## src/design/scfr_pkg.sv

```systemverilog
`timescale 1ns / 1ps
package scfr_pkg;

  localparam int BYTE_W     = 8;
  localparam int WORD_W     = 16;
  localparam int KIND_W     = 3;
  localparam int CFG_IDX_W  = 8;

  localparam logic [BYTE_W-1:0] SYNC_FIRST  = 8'hAA;
  localparam logic [BYTE_W-1:0] SYNC_SECOND = 8'h55;

  localparam logic [BYTE_W-1:0] POS_HUNT   = 8'd0;
  localparam logic [BYTE_W-1:0] POS_SYNC2  = 8'd1;
  localparam logic [BYTE_W-1:0] POS_LENGTH = 8'd2;
  localparam logic [BYTE_W-1:0] POS_BODY   = 8'd3;
  localparam int               STORE_FIRST = 3;
  localparam int               STORE_DEPTH = 7;
  // a length of 255 puts the check byte at position 254
  localparam logic [BYTE_W-1:0] POS_MAX    = 8'd254;

  localparam int               SCALE_W    = 12;
  localparam logic [SCALE_W-1:0] TURN_SCALE = 12'd3755;
  localparam int               PROD_W     = WORD_W + SCALE_W;

  localparam int QUEUE_DEPTH = 4;
  localparam int QPTR_W      = $clog2(QUEUE_DEPTH);

  // configuration register indexes
  localparam logic [CFG_IDX_W-1:0] REG_VELOCITY_ID = 8'd0;
  localparam logic [CFG_IDX_W-1:0] REG_BALANCE_ID  = 8'd1;
  localparam logic [CFG_IDX_W-1:0] REG_SPEED_ID    = 8'd2;
  localparam logic [CFG_IDX_W-1:0] REG_TURN_ID     = 8'd3;

  localparam logic [BYTE_W-1:0] VELOCITY_ID_RST = 8'd1;
  localparam logic [BYTE_W-1:0] BALANCE_ID_RST  = 8'd2;
  localparam logic [BYTE_W-1:0] SPEED_ID_RST    = 8'd3;
  localparam logic [BYTE_W-1:0] TURN_ID_RST     = 8'd4;

  typedef enum logic [KIND_W-1:0] {
    KIND_ERROR    = 3'd0,
    KIND_VELOCITY = 3'd1,
    KIND_BALANCE  = 3'd2,
    KIND_SPEED    = 3'd3,
    KIND_TURN     = 3'd4,
    KIND_OTHER    = 3'd5
  } kind_t;

  typedef struct packed {
    kind_t                     kind;
    logic signed [WORD_W-1:0]  value_a;
    logic        [WORD_W-1:0]  raw_b;   // turn rate word or second gain
  } q_entry_t;

  typedef struct packed {
    logic full;
    logic empty;
  } q_status_t;

endpackage

```

## src/design/scfr_if.sv

```systemverilog
`timescale 1ns / 1ps
interface scfr_byte_if import scfr_pkg::*; ();
  logic              valid;
  logic              ready;
  logic [BYTE_W-1:0] rx_byte;
  modport source (output valid, output rx_byte, input ready);
  modport sink   (input valid, input rx_byte, output ready);
endinterface

interface scfr_result_if import scfr_pkg::*; ();
  logic                     valid;
  logic                     ready;
  logic [KIND_W-1:0]        kind;
  logic signed [WORD_W-1:0] value_a;
  logic signed [WORD_W-1:0] value_b;
  logic                     beep;
  modport source (output valid, output kind, output value_a, output value_b,
                  output beep, input ready);
  modport sink   (input valid, input kind, input value_a, input value_b,
                  input beep, output ready);
endinterface

interface scfr_cfg_if import scfr_pkg::*; ();
  logic                 valid;
  logic                 ready;
  logic [CFG_IDX_W-1:0] index;
  logic [BYTE_W-1:0]    data;
  modport source (output valid, output index, output data, input ready);
  modport sink   (input valid, input index, input data, output ready);
endinterface

```

## src/design/serial_command_frame_receiver_unit.sv

```systemverilog
`timescale 1ns / 1ps
// Path: a result word goes from the queue slot written at the edge that takes the check byte,
//   through the scale multiply stage (stage 1 register), to the output register.
// Throughput: one received byte per cycle while the queue is not full; the 4-deep queue holds
//   up to four pending results and rx stalls whenever it is full.
// Reset (rst, synchronous): hunting for header, sum, length and payload bytes zero,
//   command ids back to 1..4, queue and output empty.
module serial_command_frame_receiver_unit import scfr_pkg::*; (
  input  logic          clk,
  input  logic          rst,
  scfr_byte_if.sink     rx,
  scfr_cfg_if.sink      cfg,
  scfr_result_if.source result
);

  q_status_t q_status;
  q_entry_t  push_entry;
  q_entry_t  head;
  logic      push;
  logic      pop;

  scfr_front u_front (
    .clk        (clk),
    .rst        (rst),
    .rx         (rx),
    .cfg        (cfg),
    .q_status   (q_status),
    .push       (push),
    .push_entry (push_entry)
  );

  scfr_queue u_queue (
    .clk        (clk),
    .rst        (rst),
    .push       (push),
    .push_entry (push_entry),
    .pop        (pop),
    .head       (head),
    .status     (q_status)
  );

  scfr_back u_back (
    .clk      (clk),
    .rst      (rst),
    .head     (head),
    .q_status (q_status),
    .pop      (pop),
    .result   (result)
  );

endmodule

```

## src/design/scfr_front.sv

```systemverilog
`timescale 1ns / 1ps
module scfr_front import scfr_pkg::*; (
  input  logic            clk,
  input  logic            rst,
  scfr_byte_if.sink       rx,
  scfr_cfg_if.sink        cfg,
  input  q_status_t       q_status,
  output logic            push,
  output q_entry_t        push_entry
);

  logic [BYTE_W-1:0] velocity_id, balance_id, speed_id, turn_id;
  logic [BYTE_W-1:0] pos;
  logic [BYTE_W-1:0] sum;
  logic [BYTE_W-1:0] len;
  logic [BYTE_W-1:0] store [STORE_DEPTH];

  logic              accept;
  logic [BYTE_W-1:0] b;
  logic              in_body;
  logic              in_store;
  logic [BYTE_W-1:0] store_idx;
  logic [BYTE_W-1:0] cmd;

  assign cfg.ready = 1'b1;
  assign rx.ready  = !q_status.full;
  assign accept    = rx.valid && rx.ready;
  assign b         = rx.rx_byte;

  // body byte while position + 1 < length, otherwise this is the check byte
  assign in_body   = ({1'b0, pos} + 9'd1) < {1'b0, len};
  assign in_store  = pos < 8'(STORE_FIRST + STORE_DEPTH);
  assign store_idx = pos - 8'(STORE_FIRST);
  assign cmd       = store[0];

  always_ff @(posedge clk) begin
    if (rst) begin
      velocity_id <= VELOCITY_ID_RST;
      balance_id  <= BALANCE_ID_RST;
      speed_id    <= SPEED_ID_RST;
      turn_id     <= TURN_ID_RST;
    end else if (cfg.valid && cfg.ready) begin
      case (cfg.index)
        REG_VELOCITY_ID: velocity_id <= cfg.data;
        REG_BALANCE_ID:  balance_id  <= cfg.data;
        REG_SPEED_ID:    speed_id    <= cfg.data;
        REG_TURN_ID:     turn_id     <= cfg.data;
        default: ;
      endcase
    end
  end

  always_ff @(posedge clk) begin
    if (rst) begin
      pos <= POS_HUNT;
      sum <= '0;
      len <= '0;
      for (int i = 0; i < STORE_DEPTH; i++) store[i] <= '0;
    end else if (accept) begin
      if (pos == POS_HUNT) begin
        if (b == SYNC_FIRST) pos <= POS_SYNC2;
      end else if (pos == POS_SYNC2) begin
        pos <= (b == SYNC_SECOND) ? POS_LENGTH : POS_HUNT;
      end else if (pos == POS_LENGTH) begin
        len <= b;
        sum <= SYNC_FIRST + SYNC_SECOND + b;
        pos <= POS_BODY;
      end else if (in_body) begin
        if (in_store) store[store_idx[2:0]] <= b;
        pos <= pos + 8'd1;
        sum <= sum + b;
      end else begin
        pos <= POS_HUNT;
      end
    end
  end

  assign push = accept && (pos != POS_HUNT) && (pos != POS_SYNC2) &&
                (pos != POS_LENGTH) && !in_body;

  always_comb begin
    push_entry.kind    = KIND_ERROR;
    push_entry.value_a = '0;
    push_entry.raw_b   = '0;
    if (b == sum) begin
      push_entry.value_a = {store[1], store[2]};
      if (cmd == velocity_id) begin
        push_entry.kind  = KIND_VELOCITY;
        push_entry.raw_b = {store[5], store[6]};
      end else begin
        push_entry.raw_b = {store[3], store[4]};
        if (cmd == balance_id)    push_entry.kind = KIND_BALANCE;
        else if (cmd == speed_id) push_entry.kind = KIND_SPEED;
        else if (cmd == turn_id)  push_entry.kind = KIND_TURN;
        else begin
          push_entry.kind    = KIND_OTHER;
          push_entry.value_a = '0;
          push_entry.raw_b   = '0;
        end
      end
    end
  end

  a_pos_bound: assert property (@(posedge clk) disable iff (rst) pos <= POS_MAX)
    else $error("frame position beyond limit");
  a_len_step: assert property (@(posedge clk) disable iff (rst)
    accept && pos == POS_LENGTH |=> pos == POS_BODY)
    else $error("length byte did not move to body");

endmodule

```

## src/design/scfr_queue.sv

```systemverilog
`timescale 1ns / 1ps
module scfr_queue import scfr_pkg::*; (
  input  logic      clk,
  input  logic      rst,
  input  logic      push,
  input  q_entry_t  push_entry,
  input  logic      pop,
  output q_entry_t  head,
  output q_status_t status
);

  q_entry_t          slots [QUEUE_DEPTH];
  logic [QPTR_W-1:0] wptr, rptr;
  logic [QPTR_W:0]   count;

  assign status.full  = count == (QPTR_W+1)'(QUEUE_DEPTH);
  assign status.empty = count == '0;
  assign head         = slots[rptr];

  always_ff @(posedge clk) begin
    if (push) slots[wptr] <= push_entry;
  end

  always_ff @(posedge clk) begin
    if (rst) begin
      wptr  <= '0;
      rptr  <= '0;
      count <= '0;
    end else begin
      if (push) wptr <= wptr + 1'b1;
      if (pop)  rptr <= rptr + 1'b1;
      case ({push, pop})
        2'b10:   count <= count + 1'b1;
        2'b01:   count <= count - 1'b1;
        default: ;
      endcase
    end
  end

  a_no_overflow: assert property (@(posedge clk) disable iff (rst)
    !(push && status.full))
    else $error("word pushed into full queue");
  a_no_underflow: assert property (@(posedge clk) disable iff (rst)
    !(pop && status.empty))
    else $error("word popped from empty queue");

endmodule

```

## src/design/scfr_back.sv

```systemverilog
`timescale 1ns / 1ps
module scfr_back import scfr_pkg::*; (
  input  logic          clk,
  input  logic          rst,
  input  q_entry_t      head,
  input  q_status_t     q_status,
  output logic          pop,
  scfr_result_if.source result
);

  // stage 1: magnitude times scale
  logic                     s1_valid;
  kind_t                    s1_kind;
  logic signed [WORD_W-1:0] s1_value_a;
  logic        [WORD_W-1:0] s1_pass_b;
  logic                     s1_neg;
  logic        [SCALE_W-1:0] s1_prod_hi;

  logic              head_neg;
  logic [WORD_W-1:0] head_mag;
  logic [PROD_W-1:0] head_prod;
  logic              s1_load, o_load;
  logic [WORD_W-1:0] scaled_b;

  // two's complement negation of 0x8000 leaves 0x8000, the wanted magnitude
  assign head_neg  = head.raw_b[WORD_W-1];
  assign head_mag  = head_neg ? (~head.raw_b + 1'b1) : head.raw_b;
  assign head_prod = PROD_W'(head_mag) * PROD_W'(TURN_SCALE);

  assign o_load  = s1_valid && (!result.valid || result.ready);
  assign s1_load = !q_status.empty && (!s1_valid || o_load);
  assign pop     = s1_load;

  always_ff @(posedge clk) begin
    if (rst) s1_valid <= 1'b0;
    else if (s1_load) s1_valid <= 1'b1;
    else if (o_load) s1_valid <= 1'b0;
  end

  always_ff @(posedge clk) begin
    if (s1_load) begin
      s1_kind    <= head.kind;
      s1_value_a <= head.value_a;
      s1_pass_b  <= head.raw_b;
      s1_neg     <= head_neg;
      s1_prod_hi <= head_prod[PROD_W-1:WORD_W];
    end
  end

  assign scaled_b = s1_neg ? (~WORD_W'(s1_prod_hi) + 1'b1) : WORD_W'(s1_prod_hi);

  always_ff @(posedge clk) begin
    if (rst) result.valid <= 1'b0;
    else if (o_load) result.valid <= 1'b1;
    else if (result.ready) result.valid <= 1'b0;
  end

  always_ff @(posedge clk) begin
    if (o_load) begin
      result.kind    <= s1_kind;
      result.value_a <= s1_value_a;
      result.value_b <= (s1_kind == KIND_VELOCITY) ? scaled_b : s1_pass_b;
      result.beep    <= (s1_kind != KIND_ERROR) && (s1_kind != KIND_VELOCITY);
    end
  end

  a_beep_kind: assert property (@(posedge clk) disable iff (rst)
    result.valid && result.beep |->
      result.kind != KIND_ERROR && result.kind != KIND_VELOCITY)
    else $error("beep on error or velocity word");
  a_error_zero: assert property (@(posedge clk) disable iff (rst)
    result.valid && result.kind == KIND_ERROR |->
      result.value_a == '0 && result.value_b == '0 && !result.beep)
    else $error("checksum error word carries data");

endmodule
```

## src/flat_wrapper.sv

```systemverilog
// flat-port wrapper written by rule: the top's interface ports become plain ports
module serial_command_frame_receiver_unit_flat import scfr_pkg::*;
  (clk, rst, rx_valid, rx_rx_byte, rx_ready, cfg_valid, cfg_index, cfg_data, cfg_ready, result_valid, result_kind, result_value_a, result_value_b, result_beep, result_ready);
  scfr_byte_if rx_i ();
  scfr_cfg_if cfg_i ();
  scfr_result_if result_i ();
  input  logic clk;
  input  logic rst;
  input wire logic [$bits(rx_i.valid)-1:0] rx_valid;
  input wire logic [$bits(rx_i.rx_byte)-1:0] rx_rx_byte;
  output wire logic [$bits(rx_i.ready)-1:0] rx_ready;
  input wire logic [$bits(cfg_i.valid)-1:0] cfg_valid;
  input wire logic [$bits(cfg_i.index)-1:0] cfg_index;
  input wire logic [$bits(cfg_i.data)-1:0] cfg_data;
  output wire logic [$bits(cfg_i.ready)-1:0] cfg_ready;
  output wire logic [$bits(result_i.valid)-1:0] result_valid;
  output wire logic [$bits(result_i.kind)-1:0] result_kind;
  output wire logic [$bits(result_i.value_a)-1:0] result_value_a;
  output wire logic [$bits(result_i.value_b)-1:0] result_value_b;
  output wire logic [$bits(result_i.beep)-1:0] result_beep;
  input wire logic [$bits(result_i.ready)-1:0] result_ready;
  assign rx_i.valid = rx_valid;
  assign rx_i.rx_byte = rx_rx_byte;
  assign rx_ready = rx_i.ready;
  assign cfg_i.valid = cfg_valid;
  assign cfg_i.index = cfg_index;
  assign cfg_i.data = cfg_data;
  assign cfg_ready = cfg_i.ready;
  assign result_valid = result_i.valid;
  assign result_kind = result_i.kind;
  assign result_value_a = result_i.value_a;
  assign result_value_b = result_i.value_b;
  assign result_beep = result_i.beep;
  assign result_i.ready = result_ready;
  serial_command_frame_receiver_unit u_core (.clk(clk), .rst(rst), .rx(rx_i), .cfg(cfg_i), .result(result_i));
endmodule
```

## config.mk

```make
export PLATFORM = sky130hd
export DESIGN_NAME = serial_command_frame_receiver_unit_flat
export DESIGN_NICKNAME = d
export VERILOG_FILES = /design/src/design/scfr_pkg.sv /design/src/design/scfr_if.sv /design/src/design/serial_command_frame_receiver_unit.sv /design/src/design/scfr_front.sv /design/src/design/scfr_queue.sv /design/src/design/scfr_back.sv /design/src/flat_wrapper.sv
export SDC_FILE = /design/constraint.sdc
export NUM_CORES = 1
export LEC_CHECK = 0
export ABC_AREA = 1
export BUFFER_PORTS_ARGS = -buffer_cell sky130_fd_sc_hd__buf_2
export CAP_MARGIN = 20
export CORE_ASPECT_RATIO = 0.5
export CORE_UTILIZATION = 65
export CTS_BUF_LIST = sky130_fd_sc_hd__clkbuf_4 sky130_fd_sc_hd__clkbuf_8
export DETAILED_ROUTE_END_ITERATION = 10
export HOLD_SLACK_MARGIN = 0.12
export PLACE_DENSITY = 0.86
export REMOVE_ABC_BUFFERS = 1
export SYNTH_ARGS = -nofsm -noshare
export SYNTH_HDL_FRONTEND = slang
export SYNTH_SLANG_ARGS = --single-unit
```

## constraint.sdc

```tcl
create_clock -name clk -period 11.4 [get_ports clk]
set_input_delay 1.71 -clock clk [delete_from_list [all_inputs] [get_ports clk]]
set_output_delay 1.71 -clock clk [all_outputs]
set_load 0.05 [all_outputs]
```

==> results of run 1 <==
## synth_stat cells, types with 9 or more instances
| master | number | area share |
|---|---|---|
| a21oi_1 | 76 | 0.020 |
| buf_2 | 14 | 0.0036 |
| clkbuf_1 | 22 | 0.0043 |
| dfxtp_1 | 75 | 0.077 |
| edfxtp_1 | 271 | 0.42 |
| fa_1 | 72 | 0.074 |
| ha_1 | 126 | 0.081 |
| inv_1 | 302 | 0.058 |
| nand2_1 | 331 | 0.064 |
| nand2_2 | 10 | 0.0032 |
| nand3_1 | 70 | 0.018 |
| nand4_1 | 21 | 0.0068 |
| nor2_1 | 260 | 0.050 |
| o211ai_1 | 9 | 0.0035 |
| o21ai_0 | 132 | 0.034 |
| o22ai_1 | 20 | 0.0064 |
| or2_2 | 21 | 0.0068 |
| xnor2_1 | 19 | 0.0086 |
| xor2_1 | 44 | 0.020 |
## final cells by class
| cell class | count | area share |
|---|---|---|
| clock buffers | 77 | 0.04238 |
| flip-flops and latches | 346 | 0.4554 |
| clock inverters | 11 | 0.004433 |
| diodes | 1 | 0.0001182 |
| multi-input cells | 1283 | 0.3960 |
| inverters | 315 | 0.05609 |
| well taps | 391 | 0.02311 |
| repair buffers | 76 | 0.02246 |
## per-layer routing
layer | routed length (microns) | share of wire | vias up | global-route usage
li1 | - | - | 6692 | -
met1 | 17640 | 0.41 | 6606 | 0.3588
met2 | 20920 | 0.49 | 604 | 0.4837
met3 | 2995 | 0.070 | 109 | 0.04762
met4 | 1182 | 0.028 | 0 | 0.1065
met5 | 0 | 0 | - | 0
## logic make-up (layout without fill, tap and decap cells)
family / Yosys count / after routing / share of synthesized area
AO/OA/AOI/OAI: 264 / 264 / 0.07331
other: 1 / 2 / 0.0001932
adder cells (fa/ha/maj): 198 / 198 / 0.1555
XOR/XNOR: 64 / 64 / 0.02927
buffers and inverters: 360 / 479 / 0.07350
flip-flops: 346 / 346 / 0.4967
AND/OR/NAND/NOR: 756 / 756 / 0.1715
## final timing paths
check	depth (start not counted)	from	slack [ns]	end
min reg2reg	0	u_core.u_back.s1_value_a[6]$_DFFE_PP_	0.42	u_core.u_back.result.value_a[6]$_DFFE_PP_
min	0	u_core.u_back.s1_value_a[6]$_DFFE_PP_	0.42	u_core.u_back.result.value_a[6]$_DFFE_PP_
max	27	register	4.31	u_core.u_back.s1_prod_hi[7]$_DFFE_PP_
max reg2reg	27	register	4.31	u_core.u_back.s1_prod_hi[7]$_DFFE_PP_
## state kept, by name, indices dropped and copies added (netlist names), 12 cells and up, named ones only
| register | flops |
|---|---|
| u_core.u_back.s1_value_a | 16 |
| u_core.u_back.result.value_a | 16 |
| u_core.u_queue.slots | 140 |
| u_core.u_back.s1_pass_b | 16 |
| u_core.u_back.s1_prod_hi | 12 |
| u_core.u_front.store | 56 |
| u_core.u_back.result.value_b | 16 |
## metrics by stage
stage	cells	utilization	area (sq um)	setup slack, ns
finish	2500	0.7255	21170	4.305
global route	2499	0.7254	21170	3.747
CTS	2494	0.7217	21060	4.322
detailed placement	2406	0.6877	20070	4.240
global placement	2406	0.6877	20070	4.512
floorplan	1944	-	19170	4.250
## placed cells by master, fill, tap and decap left out, types with 21 or more instances in the layout
| master | count |
|---|---|
| edfxtp_1 | 271 |
| or2_2 | 21 |
| dfxtp_1 | 74 |
| nand3_1 | 70 |
| a21oi_1 | 75 |
| fa_1 | 72 |
| buf_2 | 67 |
| nand4_1 | 21 |
| xor2_1 | 44 |
| clkbuf_4 | 26 |
| clkbuf_8 | 51 |
| inv_1 | 301 |
| ha_1 | 126 |
| nor2_1 | 256 |
| o21ai_0 | 132 |
| nand2_1 | 331 |
## worst max-delay path, delay by kind of cell (launching register included)
| kind | cells | cell delay [ns] |
|---|---|---|
| and+or+nand+nor | 12 | 1.58 |
| adders and majority gates | 7 | 3.00 |
| buffers and inverters | 6 | 1.44 |
| xor gates and xnor gates | 2 | 0.57 |
| DFF | 1 | 0.32 |
==> out/qor.txt, run 1 <==
final setup violation count - 0
die area - 0.03059 sq mm
Slew Limit Headroom - 0.2682
grt ovf - 0
post-synth cell types - 49
fin crit share - 0.6223
Worst path slowest cell - fa_1
H-tree levels - 2
Worst-Margin Slew - 1.095 ns
CP max stage delay - 0.58 ns
Vert. Die Dim - 124.2 microns
RSZ-0062 raised after global routing - false
Synth warnings - 0
initial antenna violation count - 0
Crit Path Max Fanout - 72
Crit. End Element - register
gr usage total - 0.2801
pins over their slew limit - 0
Setup crit start kind - register
clk_lat worst skew - 0.62 ns
Area growth syn-to-layout - 9.078%
# DRC - 0
maximum clock rate - 141.0 MHz
Async SR Flop Fraction - 0
clock sinks - 346
WS Path Type - register to register
vias in the first global route - 13260
starting density of the core - 0.6651
top_reg_cell synth - edfxtp_1
drt initial violations - 1185
post-synthesis sequential area ratio - 0.4967
post-route antenna net violation count - 0
area of the multi-input gates - 0.008382 sq mm
Hold Crit Class - register to register
largest net degree at the start of global routing - 73
via count - 14010
CTS resizes - 0
outcome - finished clean
CTS tree - built
port bufs - 66
area of the core - 0.02918 sq mm
Routed WL - 42740 microns
Netlist Area Pre-Place - 0.01941 sq mm
first-pass GRT wire length - 66270 microns
min Tclk post-route - 7.095 ns
NumNets Final - 2296
postcts setup bufs - 0
Top Ports - 68
Post-Route Skew - 0.04411 ns
Wirelength per Cell - 17.09 microns
Core Rows - 44
Fin Setup TNS - 0 ns
WP data arrival - 7.53 ns
Filler cells - 1952
drt first pass iters - 6
CTS clk-pin slew, worst paths - 0.08 ns
Synth Register Bits - 346
CTS Buf Count - 47
share of post-route cells with drive strength above 1 - 0.1115
syn avg cell area - 9.757 sq um
Req. time, crit path - 11.84 ns
Max clock buf depth - 3
register area - 0.009641 sq mm
CTS Root Cell - clkbuf_8
Hold Vio Cnt, Final - 0
post-DP HPWL - 29490 microns
die width - 246.4 microns
Post-synth EDFFs - 271
Syn Inst Count - 1989
vias per std cell - 5.604
hold slack - 0.4160 ns
Hold Buf Count CTS - 0
RePlAce Congestion - 0.9315
max_cap viols - 0
Power of run 1 is left out: the tool's default activity adds up to more than one toggle a clock period on the data nets, which glitch-free logic cannot reach.
==> run 2, diff against run 1 <==
- CORE_UTILIZATION: 65 -> 59
- PLACE_DENSITY: 0.86 -> 0.82
- clock period: 11.4 -> 5.93 ns (I/O delays scaled with it)
==> run 2 against run 1 <==
Net effect:
- global-route usage decreased by 3.7 points
- setup slack worse by 4.2 ns
- core utilization is 3.6 points lower
- via count is 0.26% higher
- critical path depth up 1
- wire length shrank 1.8%
- largest cell class unchanged
- register-to-register slack lost 4.2 ns
- maximum frequency grew 23%
==> out/qor.txt, run 2 (synthesis gave the netlist of run 1 again) <==
reg-to-reg setup timing slack - 0.14 ns
gr usage total - 0.2430
initial antenna violation count - 0
outcome - finished clean
Routed WL - 41960 microns
Setup crit start kind - register
port bufs - 66
R2R depth - 28
Crit. End Element - register
Area growth syn-to-layout - 13.71%
first-pass GRT wire length - 64590 microns
CTS tree - built
Post-Place Worst Slack - -0.07743 ns
grt ovf - 0
Slew Limit Headroom - 0.3032
via count - 14050
CTS Root Cell - clkbuf_8
CTS clk-pin slew, worst paths - 0.07 ns
WP data arrival - 6.12 ns
WS Path Type - register to register
most common cell after layout, fill and taps aside - nand2_1
largest net degree at the start of global routing - 53
Hold Vio Cnt, Final - 0
Worst-Margin Slew - 1.043 ns
Top Ports - 68
Vert. Die Dim - 130.2 microns
die width - 258.5 microns
post-DP HPWL - 29320 microns
buffer and inverter count on the worst path - 7
area of the core - 0.03200 sq mm
Post-Route Skew - 0.04539 ns
die area - 0.03366 sq mm
# diodes - 0
RePlAce Congestion - 0.9488
# DRC - 0
Final WS setup - 0.1406 ns
max FFs per register - 140
vias per std cell - 5.418
H-tree levels - 2
RR Endpoint - u_core.u_back.s1_prod_hi[8]$_DFFE_PP_
max_cap viols - 0
drt initial violations - 953
maximum clock rate - 172.7 MHz
CTS Buf Count - 48
largest registers - u_core.u_queue.slots (140), u_core.u_front.store (56)
Min-Delay Startpoint - u_core.u_back.s1_value_a[10]$_DFFE_PP_
Finished Cell Area - 0.02207 sq mm
Fin Setup TNS - 0 ns
area of the multi-input gates - 0.008777 sq mm
Top delay family on crit path - adder cells
min Tclk post-route - 5.789 ns
Layout Utilization - 0.6896
pins over their slew limit - 0
most frequent cells in the layout - 312 x nand2_1, 293 x inv_1, 271 x edfxtp_1, 252 x nor2_1, 129 x o21ai_0
Crit Path Max Fanout - 10
placed instance area - 0.02046 sq mm
vias in the first global route - 13410
Filler cells - 2225
fin crit share - 0.9763
Hold Crit Class - register to register
capture point of the worst path - u_core.u_back.s1_prod_hi[8]$_DFFE_PP_
clk_lat worst skew - 0.62 ns
post-route antenna net violation count - 0
final setup violation count - 0
Worst path slowest cell - fa_1
Reg with most FFs - u_core.u_queue.slots
most used cell, CP - fa_1
clock sinks - 346
drt first pass iters - 7
Core Rows - 46
Req. time, crit path - 6.26 ns
Hold Buf Count CTS - 0
Wirelength per Cell - 16.18 microns
Max clock buf depth - 3
Crit path depth - 28
register area - 0.009644 sq mm
share of post-route cells with drive strength above 1 - 0.1615
starting density of the core - 0.6064
NumNets Final - 2351
CP max stage delay - 0.56 ns
[run 2: layout make-up]
class | count | area share
Sequential cell | 346 | 0.4371
Multi-Input combinational cell | 1283 | 0.3978
Inverter | 315 | 0.05449
Timing Repair Buffer | 129 | 0.04185
Clock buffer | 63 | 0.03533
Tap cell | 432 | 0.02450
Clock inverter | 24 | 0.008619
Timing Repair inverter | 1 | 0.0003969
[run 2: metal layers]
metal  global-route usage  share of wire
met3              0.03730          0.059
met1               0.3085           0.43
met2               0.4291           0.48
met4              0.08562          0.031
met5                    0              0
[run 2: timing repair]
action	in CTS	in global routing
resized for setup	7	101
gates cloned	0	2
setup endpoints to repair	9	12
setup buffers	0	8
pin swaps	0	23
[run 2: stage by stage]
step,instances,hold slack [ns]
6_report,2593,0.3959
5_1_grt,2593,0.4021
3_3_place_gp,2492,0.4009
2_1_floorplan,1944,0.4003
3_5_place_dp,2492,0.4045
4_1_cts,2579,0.3980
[run 2: how the worst min path moves through the flow]
stage | depth (start not counted) | end | slack, ns
6_report | 0 | u_core.u_back.result.value_a[10]$_DFFE_PP_ | 0.40
2_1_floorplan | 0 | u_core.u_back.result.value_a[0]$_DFFE_PP_ | 0.40
5_1_grt | 0 | u_core.u_back.result.value_a[10]$_DFFE_PP_ | 0.40
4_1_cts | 0 | u_core.u_back.result.value_a[10]$_DFFE_PP_ | 0.40
3_5_place_dp | 0 | u_core.u_back.result.value_a[9]$_DFFE_PP_ | 0.40
3_3_place_gp | 0 | u_core.u_back.result.value_a[6]$_DFFE_PP_ | 0.40
Power of run 2 is left out for the same reason.
